--- config.mk ---
export PLATFORM = sky130hd
export DESIGN_NAME = sma_div
export DESIGN_NICKNAME = d
export VERILOG_FILES = /design/src/rtl/sma_pkg.sv /design/src/rtl/sma_div.sv
export SDC_FILE = /design/constraint.sdc
export NUM_CORES = 1
export LEC_CHECK = 0
export BUFFER_PORTS_ARGS = -buffer_cell sky130_fd_sc_hd__buf_4
export CORE_MARGIN = 5
export CORE_UTILIZATION = 50
export DETAILED_ROUTE_END_ITERATION = 7
export PLACE_DENSITY = 0.82
export SYNTH_ARGS = -nofsm -noshare
export SYNTH_HDL_FRONTEND = slang
export SYNTH_SLANG_ARGS = --single-unit
export TNS_END_PERCENT = 10
--- constraint.sdc ---
create_clock -name clk -period 6.1 [get_ports clk]
set_input_delay 0.61 -clock clk [delete_from_list [all_inputs] [get_ports clk]]
set_output_delay 0.61 -clock clk [all_outputs]
set_load 0.05 [all_outputs]
--- src/rtl/sma_pkg.sv ---
// ----------------------------------------------------------------------------
// sma_pkg
// Shared types and constants for the moving-average block.
// ----------------------------------------------------------------------------
package sma_pkg;

	// configuration port
	localparam int APB_DATA_W       = 32;
	localparam int APB_ADDR_W       = 3;
	localparam int REG_IDX_W        = 1;
	localparam int WIDTH_REG_BITS   = 9;
	localparam logic [REG_IDX_W-1:0] REG_WINDOW_WIDTH = 1'b0;
	localparam logic [WIDTH_REG_BITS-1:0] WIDTH_RESET = 9'd1;

	// sequencer states
	typedef enum logic [1:0] {
		ST_IDLE,
		ST_READ,
		ST_DIV,
		ST_OUT
	} sma_state_t;

	// divider status towards the sequencer
	typedef struct packed {
		logic busy;
		logic done;
	} sma_div_stat_t;

endpackage

--- src/rtl/sma_div.sv ---
// ----------------------------------------------------------------------------
// sma_div
// Signed-by-unsigned restoring divider, one quotient bit per cycle,
// quotient truncated toward zero.
// ----------------------------------------------------------------------------
module sma_div #(
	parameter int DVD_W = 40,
	parameter int DVS_W = 9
) (
	input  logic                    clk,
	input  logic                    arst_n,
	input  logic                    start,
	input  logic signed [DVD_W-1:0] dividend,
	input  logic [DVS_W-1:0]        divisor,
	output sma_pkg::sma_div_stat_t  stat,
	output logic signed [DVD_W-1:0] quotient
);
	import sma_pkg::*;

	localparam int CNT_B = $clog2(DVD_W + 1);

	logic             busy_q;
	logic             done_q;
	logic [CNT_B-1:0] cnt_q;
	logic             neg_q;
	logic [DVS_W-1:0] dvs_q;
	logic [DVS_W-1:0] rem_q;
	logic [DVD_W-1:0] quo_q;

	logic [DVS_W:0]   rem_sh;
	logic             fits;
	logic [DVS_W:0]   rem_sub;

	// shift next dividend bit into the partial remainder, trial subtract
	assign rem_sh  = {rem_q, quo_q[DVD_W-1]};
	assign fits    = rem_sh >= {1'b0, dvs_q};
	assign rem_sub = rem_sh - {1'b0, dvs_q};

	always_ff @(posedge clk or negedge arst_n) begin
		if (!arst_n) begin
			busy_q <= 1'b0;
			done_q <= 1'b0;
			cnt_q  <= '0;
		end else begin
			done_q <= 1'b0;
			if (start) begin
				busy_q <= 1'b1;
				cnt_q  <= CNT_B'(DVD_W);
			end else if (busy_q) begin
				cnt_q <= cnt_q - 1'b1;
				if (cnt_q == CNT_B'(1)) begin
					busy_q <= 1'b0;
					done_q <= 1'b1;
				end
			end
		end
	end

	always_ff @(posedge clk) begin
		if (start) begin
			neg_q <= dividend[DVD_W-1];
			dvs_q <= divisor;
			rem_q <= '0;
			quo_q <= dividend[DVD_W-1] ? DVD_W'(-dividend) : DVD_W'(dividend);
		end else if (busy_q) begin
			rem_q <= fits ? rem_sub[DVS_W-1:0] : rem_sh[DVS_W-1:0];
			quo_q <= {quo_q[DVD_W-2:0], fits};
		end
	end

	assign stat.busy = busy_q;
	assign stat.done = done_q;
	assign quotient  = neg_q ? -$signed(quo_q) : $signed(quo_q);
endmodule

After elaboration in Yosys (flattened, before gate mapping) --
Index checks and enable logic that the tools add are counted.
Word-level totals: flip-flop bits (word level) 67, output and inout bits 42
Operators by class: add/subtract/negate cells 4, magnitude comparators 1, equal/unequal tests 1, mux-type cells 13, reduce and logical (&&, ||, !) cells 1
Operators with widths (number):
- $mux W40 | 4
- $neg A40 Y40 | 2
- $mux W6 | 2
- $ge A10 B9 Y1 | 1
- $mux W9 | 1
- $sub A9 B9 Y9 | 1
- $eq A6 B1 Y1 const B | 1
- $mux W1 | 6
- $sub A6 B1 Y6 const B | 1
- $reduce_bool A2 Y1 | 1

Logic depth before layout (Yosys ltp) --
Gate-level depths: netlist of run 1.
depth in word-level cells 4, depth in mapped cells 10

Least setup slack after synthesis of run 1 --
No wires, ideal clock.
path type reg-to-output, start point register quo_q[16], end point output port quotient[24], arrival 2271 ps, required time 5490 ps, setup slack 3219 ps, stages on the path, launching flop included 5, path through edfxtp_1 > or4_4 > or4_4 > o41ai_2 > xnor2_1
Between the ends: longest elaborated chain between the ends 2
Ends and longest elaborated chain:
- from (decl) | line sma_div.sv:28 | logic [DVD_W-1:0] quo_q;
- from (signal assigned) | line sma_div.sv:64 | quo_q <= dividend[DVD_W-1] ? DVD_W'(-dividend) : DVD_W'(dividend);
- from (signal assigned) | line sma_div.sv:67 | quo_q <= {quo_q[DVD_W-2:0], fits};
- $neg A40 Y40 | line sma_div.sv:73 | assign quotient = neg_q ? -$signed(quo_q) : $signed(quo_q);
- $mux W40 | line sma_div.sv:73
- to (decl) | line sma_div.sv:16 | output logic signed [DVD_W-1:0] quotient
Every way passes these cells.

Worst setup path after layout of run 1 --
start point register quo_q[7], end point output port quotient[28]
Same word-level chain as after synthesis.

==> run metrics, run 1 <==
status=finished clean; Critical Path Fanout Max=7; CP Capture Type=output port; Slowest-stage cell, CP=edfxtp_1; top_reg_cell synth=edfxtp_1; P_leak=2.284 nW; clock power share=0.240; post-synthesis sequential area ratio=0.3794; clock sink total=67; Worst Slack Setup Final=2.617 ns; initial antenna violation count=0; Syn Area/Cell=9.447 um^2; pre-CTS WS=3.015 ns; via count=4336; Power Total=1.740 mW; P_sw=0.6886 mW; Int Pwr=1.051 mW; Port-buffer cells=93; CTS tree=yes; Pins Over Slew Limit=0; Starting Density=0.5098; WS Path Type=flop to output port; Max VDD drop=177.8 uV; ant diodes=0; initial drt markers=261; min cycle time layout=3.483 ns; drt wl/cell=16.36 um; worst hold path class=primary input to asynchronous set/reset pin; FILL cells=824; Max Freq=0.2871 GHz; Post-synth EDFFs=50; Post-CTS Setup Bufs=0; RSZ-0062 raised after global routing=false; final hold violations=0; multi-input logic area=2897 um^2; worst path required time=5.49 ns; CP bufs+invs=1; Syn Inst Count=525; Fin Hold WS=0.05457 ns; Synthesized Nets=591; grt ovf=0; top cells by area, synth=edfxtp_1 (30%), xnor2_1 (8.8%), xor2_1 (5.5%); row cnt=36; number of global-route vias before repair=4057; Final GP Congestion=0.8202; Slew @ Worst Pin=1.224 ns; Die ar.=12010 um^2; Mapped Area=4960 um^2; Pre-antenna DRT Iters=5; TritonCTS Buffers=9; total wire length=12170 um; Layout Cells excl Fill=744; Die H=109.6 um; ANT nets after route=0; vias per cell=5.828; Die Span X=109.6 um; Sw Ratio=0.3958; largest area contributor in the netlist=edfxtp_1; crit path cell chain=or3_1, nor3_1, nand4_1, o31ai_1, xnor2_1, buf_4; Finished Cell Area=5964 um^2; hpwl dp=8971 um; startpoint types=flop; post-synthesis register bit count=67; Clk Latency, worst-skew pair=0.35 ns; combinational share of power=0.394; area grow syn2layout=20.26%; Final #Nets=672; fraction of layout cells with a size suffix above 1=0.2390; root buffer cell=clkbuf_8; CP peak stage delay=0.47 ns; clock skew=0.007888 ns; Top Ports=94; Max H-tree Level=3; Post-CTS Resized=0; WP data arrival=2.87 ns; fraction of registers with async set/reset=0.1194; post-synth top area share=0.3027; yosys warns=0; Reg power frac=0.366; Clock transition at path regs=0.08 ns; Commonest cells post-synth=nor2_1 (61), edfxtp_1 (50), xnor2_1 (50); # setup viols final=0; hold-fix buffer count after cts=0; total of max-cap violations=0; largest net degree at the start of global routing=105; max_slew headroom=0.1843; core area=9729 um^2; most common cell in the netlist=nor2_1; GRT Total Usage=0.2024; placed cell area=5729 um^2; Period Utilization, post-route=0.5710; first-pass GRT wire length=19170 um; PwrDens=291.7 nW/um^2; FF+latch area=1882 um^2; Clock Tree Buf Depth=2; count of different cell masters after synthesis=57; Final Util=0.6130; residual DRC count=0; kind of cell adding the most delay to the critical path=simple AND/OR/NAND/NOR gates; Fin Setup TNS=0 ns; Placed Instances=728
## cells by family after synthesis
| logic type | share of synthesized area |
|---|---|
| fa+ha+maj | 0.03683 |
| simple gates | 0.1960 |
| buf+inv | 0.03658 |
| flops | 0.3794 |
| compound gates | 0.1844 |
| xor+xnor | 0.1430 |
| mux | 0.02371 |
## power by group through the flow
stage / clock network, mW / logic, mW / registers (mW)
after floorplan: 0 / 0.508 / 0.619
after global placement: 0 / 0.669 / 0.639
after detailed placement: 0 / 0.684 / 0.644
after CTS: 0.422 / 0.688 / 0.635
after global routing: 0.441 / 0.736 / 0.645
final: 0.418 / 0.685 / 0.637
## sequential cells by signal, indices dropped and copies added, names as in the netlist
name	cells
neg_q	1
cnt_q	6
rem_q	9
busy_q	1
quo_q	40
done_q	1
dvs_q	9
## area by class of cell
cell class	instances	share of cell area
Clock inverter	3	0.003776
Sequential cell	67	0.3155
Multi-Input combinational cell	413	0.4856
Inverter	21	0.01322
Clock buffer	13	0.03566
Timing Repair Buffer	94	0.1183
Tap cell	133	0.02790
## cells in the final DEF, fill, tap and decap left out, types with 7 or more instances in the layout
cell	count
buf_4	94
nor2_1	61
xnor2_1	50
edfxtp_1	50
a21oi_1	37
xor2_1	31
o21ai_0	28
nand2_1	25
o31ai_1	23
inv_1	21
nand3_1	14
or3_1	13
ha_1	13
clkbuf_8	10
nand2b_1	9
nor3_1	9
o41ai_1	9
dfxtp_1	9
o41ai_2	8
dfrtp_1	8
a211oi_1	7
nand4_1	7
## final timing paths
check	startpoint	to	cells past startpoint	slack, ns
max in group asynchronous	arst_n	cnt_q[1]$_DFFE_PN0P_	1	5.92
min in group clk	divisor[5]	dvs_q[5]$_DFFE_PP_	1	0.43
max reg2reg	quo_q[39]$_DFFE_PP_	rem_q[0]$_SDFFE_PP0P_	9	3.17
min	arst_n	done_q$_DFF_PN0_	1	0.05
min reg2reg	rem_q[2]$_SDFFE_PP0P_	rem_q[2]$_SDFFE_PP0P_	2	0.50
max	quo_q[7]$_DFFE_PP_	quotient[28]	6	2.62
## metal layers
layer	global-route usage	wire, um	vias up
met2	0.3326	5858	156
met3	0.03641	838	23
met1	0.2678	5261	2052
li1	-	-	2105
met4	0.07213	212	0
met5	0	0	-
(Power assumes the default switching activity.)
==> run 2, diff against run 1 <==
==> constraint.sdc (replaced) <==
create_clock -name clk -period 3.6 [get_ports clk]
set_input_delay 0.36 -clock clk [delete_from_list [all_inputs] [get_ports clk]]
set_output_delay 0.36 -clock clk [all_outputs]
set_load 0.05 [all_outputs]
==> run metrics, run 2 (same netlist as run 1, synthesis figures left out) <==
Pins Over Slew Limit=0 (unchanged); Slowest-stage cell, CP=or4_1; PwrDens=495.8 nW/um^2 (+70%); final hold violations=0 (unchanged); Pre-antenna DRT Iters=5 (unchanged); initial antenna violation count=0 (unchanged); WP data arrival=2.91 ns (+0.04 ns); CTS tree=yes; Post-CTS Setup Bufs=0 (unchanged); Power Total=2.968 mW (+71%); CP bufs+invs=1 (unchanged); combinational share of power=0.399 (+0.005); residual DRC count=0 (unchanged); TritonCTS Buffers=9 (unchanged); clock skew=0.009199 ns (+0.001311 ns); RSZ-0062 raised after global routing=false; Final GP Congestion=0.8207 (about the same); grt ovf=0 (unchanged); crit path cell chain=or4_1, nor4_2, nand3_2, o31ai_1, xnor2_1, buf_4; number of global-route vias before repair=4088 (+0.76%); Period Utilization, post-route=0.9079; Int Pwr=1.786 mW (+70%); Port-buffer cells=93 (unchanged); hpwl dp=9434 um (+5.2%); Worst Slack Setup Final=0.3317 ns (-2.285 ns); hold-fix buffer count after cts=1 (+1); # setup viols final=0 (unchanged); clock power share=0.241 (about the same); drt wl/cell=16.56 um (+1.2%); Die ar.=12010 um^2 (unchanged); Clock transition at path regs=0.08 ns (about the same); kind of cell adding the most delay to the critical path=simple AND/OR/NAND/NOR gates; CP Capture Type=output port; Fin Setup TNS=0 ns (unchanged); core area=9729 um^2 (unchanged); Reg power frac=0.360 (-0.006); min cycle time layout=3.268 ns; worst hold path class=primary input to flop; largest net degree at the start of global routing=61 (-42%); CP peak stage delay=0.60 ns (+0.13 ns); Max Freq=0.3060 GHz; initial drt markers=324 (+24%); commonest non-fill, non-tap cells in the layout=buf_4 (97), nor2_1 (61), xnor2_1 (50), edfxtp_1 (50), a21oi_1 (37); total wire length=12390 um (+1.8%); worst path required time=3.24 ns (-2.25 ns); Slew @ Worst Pin=0.6797 ns (-0.5439 ns); Final #Nets=676 (+0.60%); FILL cells=849 (+3.0%); clock sink total=67 (unchanged); Fin Hold WS=0.1751 ns (+0.1205 ns); P_sw=1.181 mW (+72%); root buffer cell=clkbuf_8; Starting Density=0.5098 (unchanged); GRT Total Usage=0.2051 (+0.002686); Max H-tree Level=3 (unchanged); max_slew headroom=0.5427 (+0.3584); pre-CTS WS=0.7592 ns (-2.256 ns); first-pass GRT wire length=19150 um (about the same); ANT nets after route=0 (unchanged); Worst Reg-to-Reg Cells=10 (+1); most common cell after layout, fill and taps aside=buf_4; Sw Ratio=0.3980 (+0.002149); Critical Path Fanout Max=7 (unchanged); Largest register FFs=40 (unchanged); Top reg by flops=quo_q; ant diodes=0 (unchanged); row cnt=36 (unchanged); Clk Latency, worst-skew pair=0.36 ns (about the same); area grow syn2layout=20.69%; vias per cell=5.777 (-0.88%); Worst Hold Depth=1; Top Ports=94 (unchanged); Die Span X=109.6 um (unchanged); WS Path Type=flop to output port; total of max-cap violations=0 (unchanged); fraction of layout cells with a size suffix above 1=0.2423 (+0.003324); status=finished clean; WP depth=6 (unchanged); startpoint types=flop; P_leak=2.284 nW (about the same); Max VDD drop=300.4 uV (+69%); Post-CTS Resized=0 (unchanged); via count=4321 (-0.35%); Clock Tree Buf Depth=2 (unchanged); Die H=109.6 um (unchanged); Largest regs=quo_q x40, dvs_q x9, rem_q x9
[run 2: cell types whose count changed in the layout (fill, tap and decap cells not counted)]
cell / change
clkinv_4: -2
bufinv_16: +2
dlygate4sd3_1: +1
clkbuf_16: -3
clkbuf_8: -1
clkinv_2: -1
buf_4: +3
clkinvlp_4: +3
inv_6: +2
[run 2: path summary, 6_finish.rpt]
kind	from	end	slack, ns
max	quo_q[9]$_DFFE_PP_	quotient[39]	0.33
min in group asynchronous	arst_n	cnt_q[0]$_DFFE_PN0P_	0.34
min reg2reg	rem_q[2]$_SDFFE_PP0P_	rem_q[2]$_SDFFE_PP0P_	0.50
max reg2reg	quo_q[39]$_DFFE_PP_	rem_q[0]$_SDFFE_PP0P_	0.85
min	divisor[1]	dvs_q[1]$_DFFE_PP_	0.18
max in group asynchronous	arst_n	cnt_q[3]$_DFFE_PN0P_	3.13
[run 2: metal layers]
layer  track usage  share of wire
met1        0.2567           0.43
met2        0.3461           0.48
met3       0.03934          0.067
met4       0.08549          0.022
met5             0              0
[run 2: per-stage QoR]
| step | util | cells | instance area (um^2) |
|---|---|---|---|
| 2_1_floorplan | - | 525 | 4960 |
| 3_3_place_gp | 0.5912 | 731 | 5752 |
| 3_5_place_dp | 0.5912 | 731 | 5752 |
| 4_1_cts | 0.6152 | 748 | 5986 |
| 5_1_grt | 0.6152 | 748 | 5986 |
| 6_report | 0.6152 | 748 | 5986 |
[run 2: power groups by stage]
stage	logic, mW	registers (mW)	clock network, mW
finish	1.18	1.07	0.716
global route	1.27	1.08	0.756
CTS	1.19	1.07	0.727
detailed placement	1.18	1.08	0
global placement	1.15	1.07	0
floorplan	0.860	1.05	0
[run 2: final cells by class]
class                           instances  area [um^2]  area share
Multi-Input combinational cell        413         2897      0.4839
Sequential cell                        67         1882      0.3144
Timing Repair Buffer                   98        738.2      0.1233
Tap cell                              133        166.4     0.02780
Clock buffer                            9        123.9     0.02069
Clock inverter                          7        100.1     0.01672
Inverter                               21        78.83     0.01317
==> run 3, diff against run 2 <==
--- a/config.mk
+++ b/config.mk
@@ -8,6 +8,7 @@
 export BUFFER_PORTS_ARGS = -buffer_cell sky130_fd_sc_hd__buf_4
 export CORE_MARGIN = 5
 export CORE_UTILIZATION = 50
+export CTS_BUF_LIST = sky130_fd_sc_hd__clkbuf_8
 export DETAILED_ROUTE_END_ITERATION = 7
 export PLACE_DENSITY = 0.82
 export SYNTH_ARGS = -nofsm -noshare
==> constraint.sdc (replaced) <==
create_clock -name clk -period 3.38 [get_ports clk]
set_input_delay 0.338 -clock clk [delete_from_list [all_inputs] [get_ports clk]]
set_output_delay 0.338 -clock clk [all_outputs]
set_load 0.05 [all_outputs]
==> run metrics, run 3 (same netlist as run 1, synthesis figures left out) <==
CP peak stage delay=0.57 ns (-0.03 ns); kind of cell adding the most delay to the critical path=simple AND/OR/NAND/NOR gates; Clock transition at path regs=0.08 ns (about the same); Clock Tree Buf Depth=2 (unchanged); initial drt markers=275 (-15%); crit path cell chain=or4_4, nor3_2, nand4_1, o31ai_1, xnor2_1, buf_4; clock skew=0.01232 ns (+0.003118 ns); Max H-tree Level=3 (unchanged); largest net degree at the start of global routing=72 (+18%); drt wl/cell=16.47 um (-0.55%); min cycle time layout=3.075 ns; placed cell area=5759 um^2 (+0.13%); Pins Over Slew Limit=0 (unchanged); core area=9729 um^2 (unchanged); clock sink total=67 (unchanged); Sw Ratio=0.3960 (-0.002004); # setup viols final=0 (unchanged); number of global-route vias before repair=4093 (+0.12%); Reg power frac=0.364 (+0.004); Clk Latency, worst-skew pair=0.34 ns (-0.02 ns); clock power share=0.231 (-0.010); max_slew headroom=0.5386 (-0.004101); multi-input logic area=2910 um^2 (+0.48%); via count=4354 (+0.76%); Die H=109.6 um (unchanged); Final #Nets=677 (+0.15%); Die ar.=12010 um^2 (unchanged); ant diodes=0 (unchanged); Top reg by flops=quo_q; RSZ-0062 raised after global routing=false; WS Path Type=flop to output port; root buffer cell=clkbuf_8; Layout Cells excl Fill=749 (+0.13%); Post-CTS Setup Bufs=0 (unchanged); Critical Path Fanout Max=7 (unchanged); Die Span X=109.6 um (unchanged); Largest register FFs=40 (unchanged); CTS tree=yes; Final GP Congestion=0.8120 (-1.1%); PwrDens=522.6 nW/um^2 (+5.4%); CP Capture Type=output port; total wire length=12340 um (-0.42%); Finished Cell Area=5992 um^2 (+0.10%); WP data arrival=2.74 ns (-0.17 ns); commonest non-fill, non-tap cells in the layout=buf_4 (98), nor2_1 (61), xnor2_1 (50), edfxtp_1 (50), a21oi_1 (37); Max VDD drop=378.3 uV (+26%); Starting Density=0.5098 (unchanged); P_sw=1.240 mW (+5.0%); ANT nets after route=0 (unchanged); total of max-cap violations=0 (unchanged); startpoint types=flop; Int Pwr=1.891 mW (+5.9%); worst hold path class=primary input to flop; FF+latch area=1882 um^2 (unchanged); Max Freq=0.3253 GHz; grt ovf=0 (unchanged); Largest regs=quo_q x40, dvs_q x9, rem_q x9; Slowest-stage cell, CP=or4_4; final hold violations=0 (unchanged); hpwl dp=9188 um (-2.6%); worst path required time=3.04 ns (-0.20 ns); initial antenna violation count=0 (unchanged); most common cell after layout, fill and taps aside=buf_4; area grow syn2layout=20.81%; combinational share of power=0.405 (+0.006); CP bufs+invs=1 (unchanged); Period Utilization, post-route=0.9096; Top Ports=94 (unchanged); GRT Total Usage=0.2071 (+0.002030); Placed Instances=732 (+0.14%); status=finished clean; first-pass GRT wire length=19600 um (+2.3%); row cnt=36 (unchanged); fraction of layout cells with a size suffix above 1=0.2419 (-0.0003933); Fin Hold WS=0.1731 ns (-0.001945 ns); vias per cell=5.813 (+0.63%); Pre-antenna DRT Iters=4 (-1); Fin Setup TNS=0 ns (unchanged); residual DRC count=0 (unchanged); Slew @ Worst Pin=0.6921 ns (+0.01242 ns); P_leak=2.307 nW (+1.0%); Power Total=3.131 mW (+5.5%); Port-buffer cells=93 (unchanged); FILL cells=809 (-4.7%); TritonCTS Buffers=9 (unchanged)
-- run 3: cell types whose count changed in the layout (fill, tap and decap cells not counted) --
cell | previous run | this run
buf_4 | 97 | 98
clkinv_2 | 0 | 2
nor4_2 | 3 | 2
inv_1 | 21 | 23
inv_6 | 2 | 0
nor3_2 | 2 | 3
nor4_4 | 1 | 2
clkinvlp_4 | 3 | 1
nor3_1 | 9 | 8
-- run 3: metrics by stage --
| stage | utilization | worst slack (ns) |
|---|---|---|
| 2_1_floorplan | - | 0.7707 |
| 3_3_place_gp | 0.5920 | 0.6962 |
| 3_5_place_dp | 0.5920 | 0.5684 |
| 4_1_cts | 0.6145 | 0.1986 |
| 5_1_grt | 0.6159 | 0.1405 |
| 6_report | 0.6159 | 0.3055 |
-- run 3: per-layer routing --
layer / part of all wire / GRT usage / vias up
met1: 0.43 / 0.2784 / 2020
li1: - / - / 2114
met3: 0.074 / 0.03582 / 26
met2: 0.48 / 0.3348 / 194
met5: 0 / 0 / -
met4: 0.021 / 0.07747 / 0
-- run 3: layout make-up --
| class | instances | area share |
|---|---|---|
| Clock buffer | 9 | 0.02067 |
| Clock inverter | 7 | 0.01420 |
| Inverter | 21 | 0.01316 |
| Multi-Input combinational cell | 413 | 0.4857 |
| Sequential cell | 67 | 0.3141 |
| Tap cell | 133 | 0.02777 |
| Timing Repair Buffer | 99 | 0.1245 |
-- run 3: what timing repair did --
item                       CTS  global route
setup endpoints to repair    0             2
hold buffers                 1             0
hold endpoints to repair     8             0
gates resized for setup      0             2
-- run 3: path summary, 6_finish.rpt --
path / depth (start not counted) / endpoint / startpoint / slack (ns)
min in group asynchronous: 2 / cnt_q[1]$_DFFE_PN0P_ / arst_n / 0.33
hold / removal: 1 / dvs_q[5]$_DFFE_PP_ / divisor[5] / 0.17
setup / recovery: 6 / quotient[28] / quo_q[15]$_DFFE_PP_ / 0.31
setup reg to reg: 9 / rem_q[0]$_SDFFE_PP0P_ / quo_q[39]$_DFFE_PP_ / 0.76
hold reg to reg: 2 / rem_q[8]$_SDFFE_PP0P_ / rem_q[8]$_SDFFE_PP0P_ / 0.49
max in group asynchronous: 2 / busy_q$_DFF_PN0_ / arst_n / 2.91
-- run 3: worst reg2reg max path: stages (launching register included) --
cell and delay (ns):
edfxtp_1 0.46, inv_1 0.13, ha_1 0.16, inv_1 0.05
fa_1 0.41, a21oi_1 0.17, a211oi_1 0.11, nor3_2 0.43
mux2_2 0.40, a211oi_1 0.22
-- run 3: power by group through the flow --
stage | combinational, mW | sequential [mW] | clock, mW
global route | 1.36 | 1.16 | 0.775
global placement | 1.23 | 1.14 | 0
CTS | 1.27 | 1.14 | 0.733
finish | 1.27 | 1.14 | 0.724
floorplan | 0.916 | 1.12 | 0
detailed placement | 1.26 | 1.15 | 0
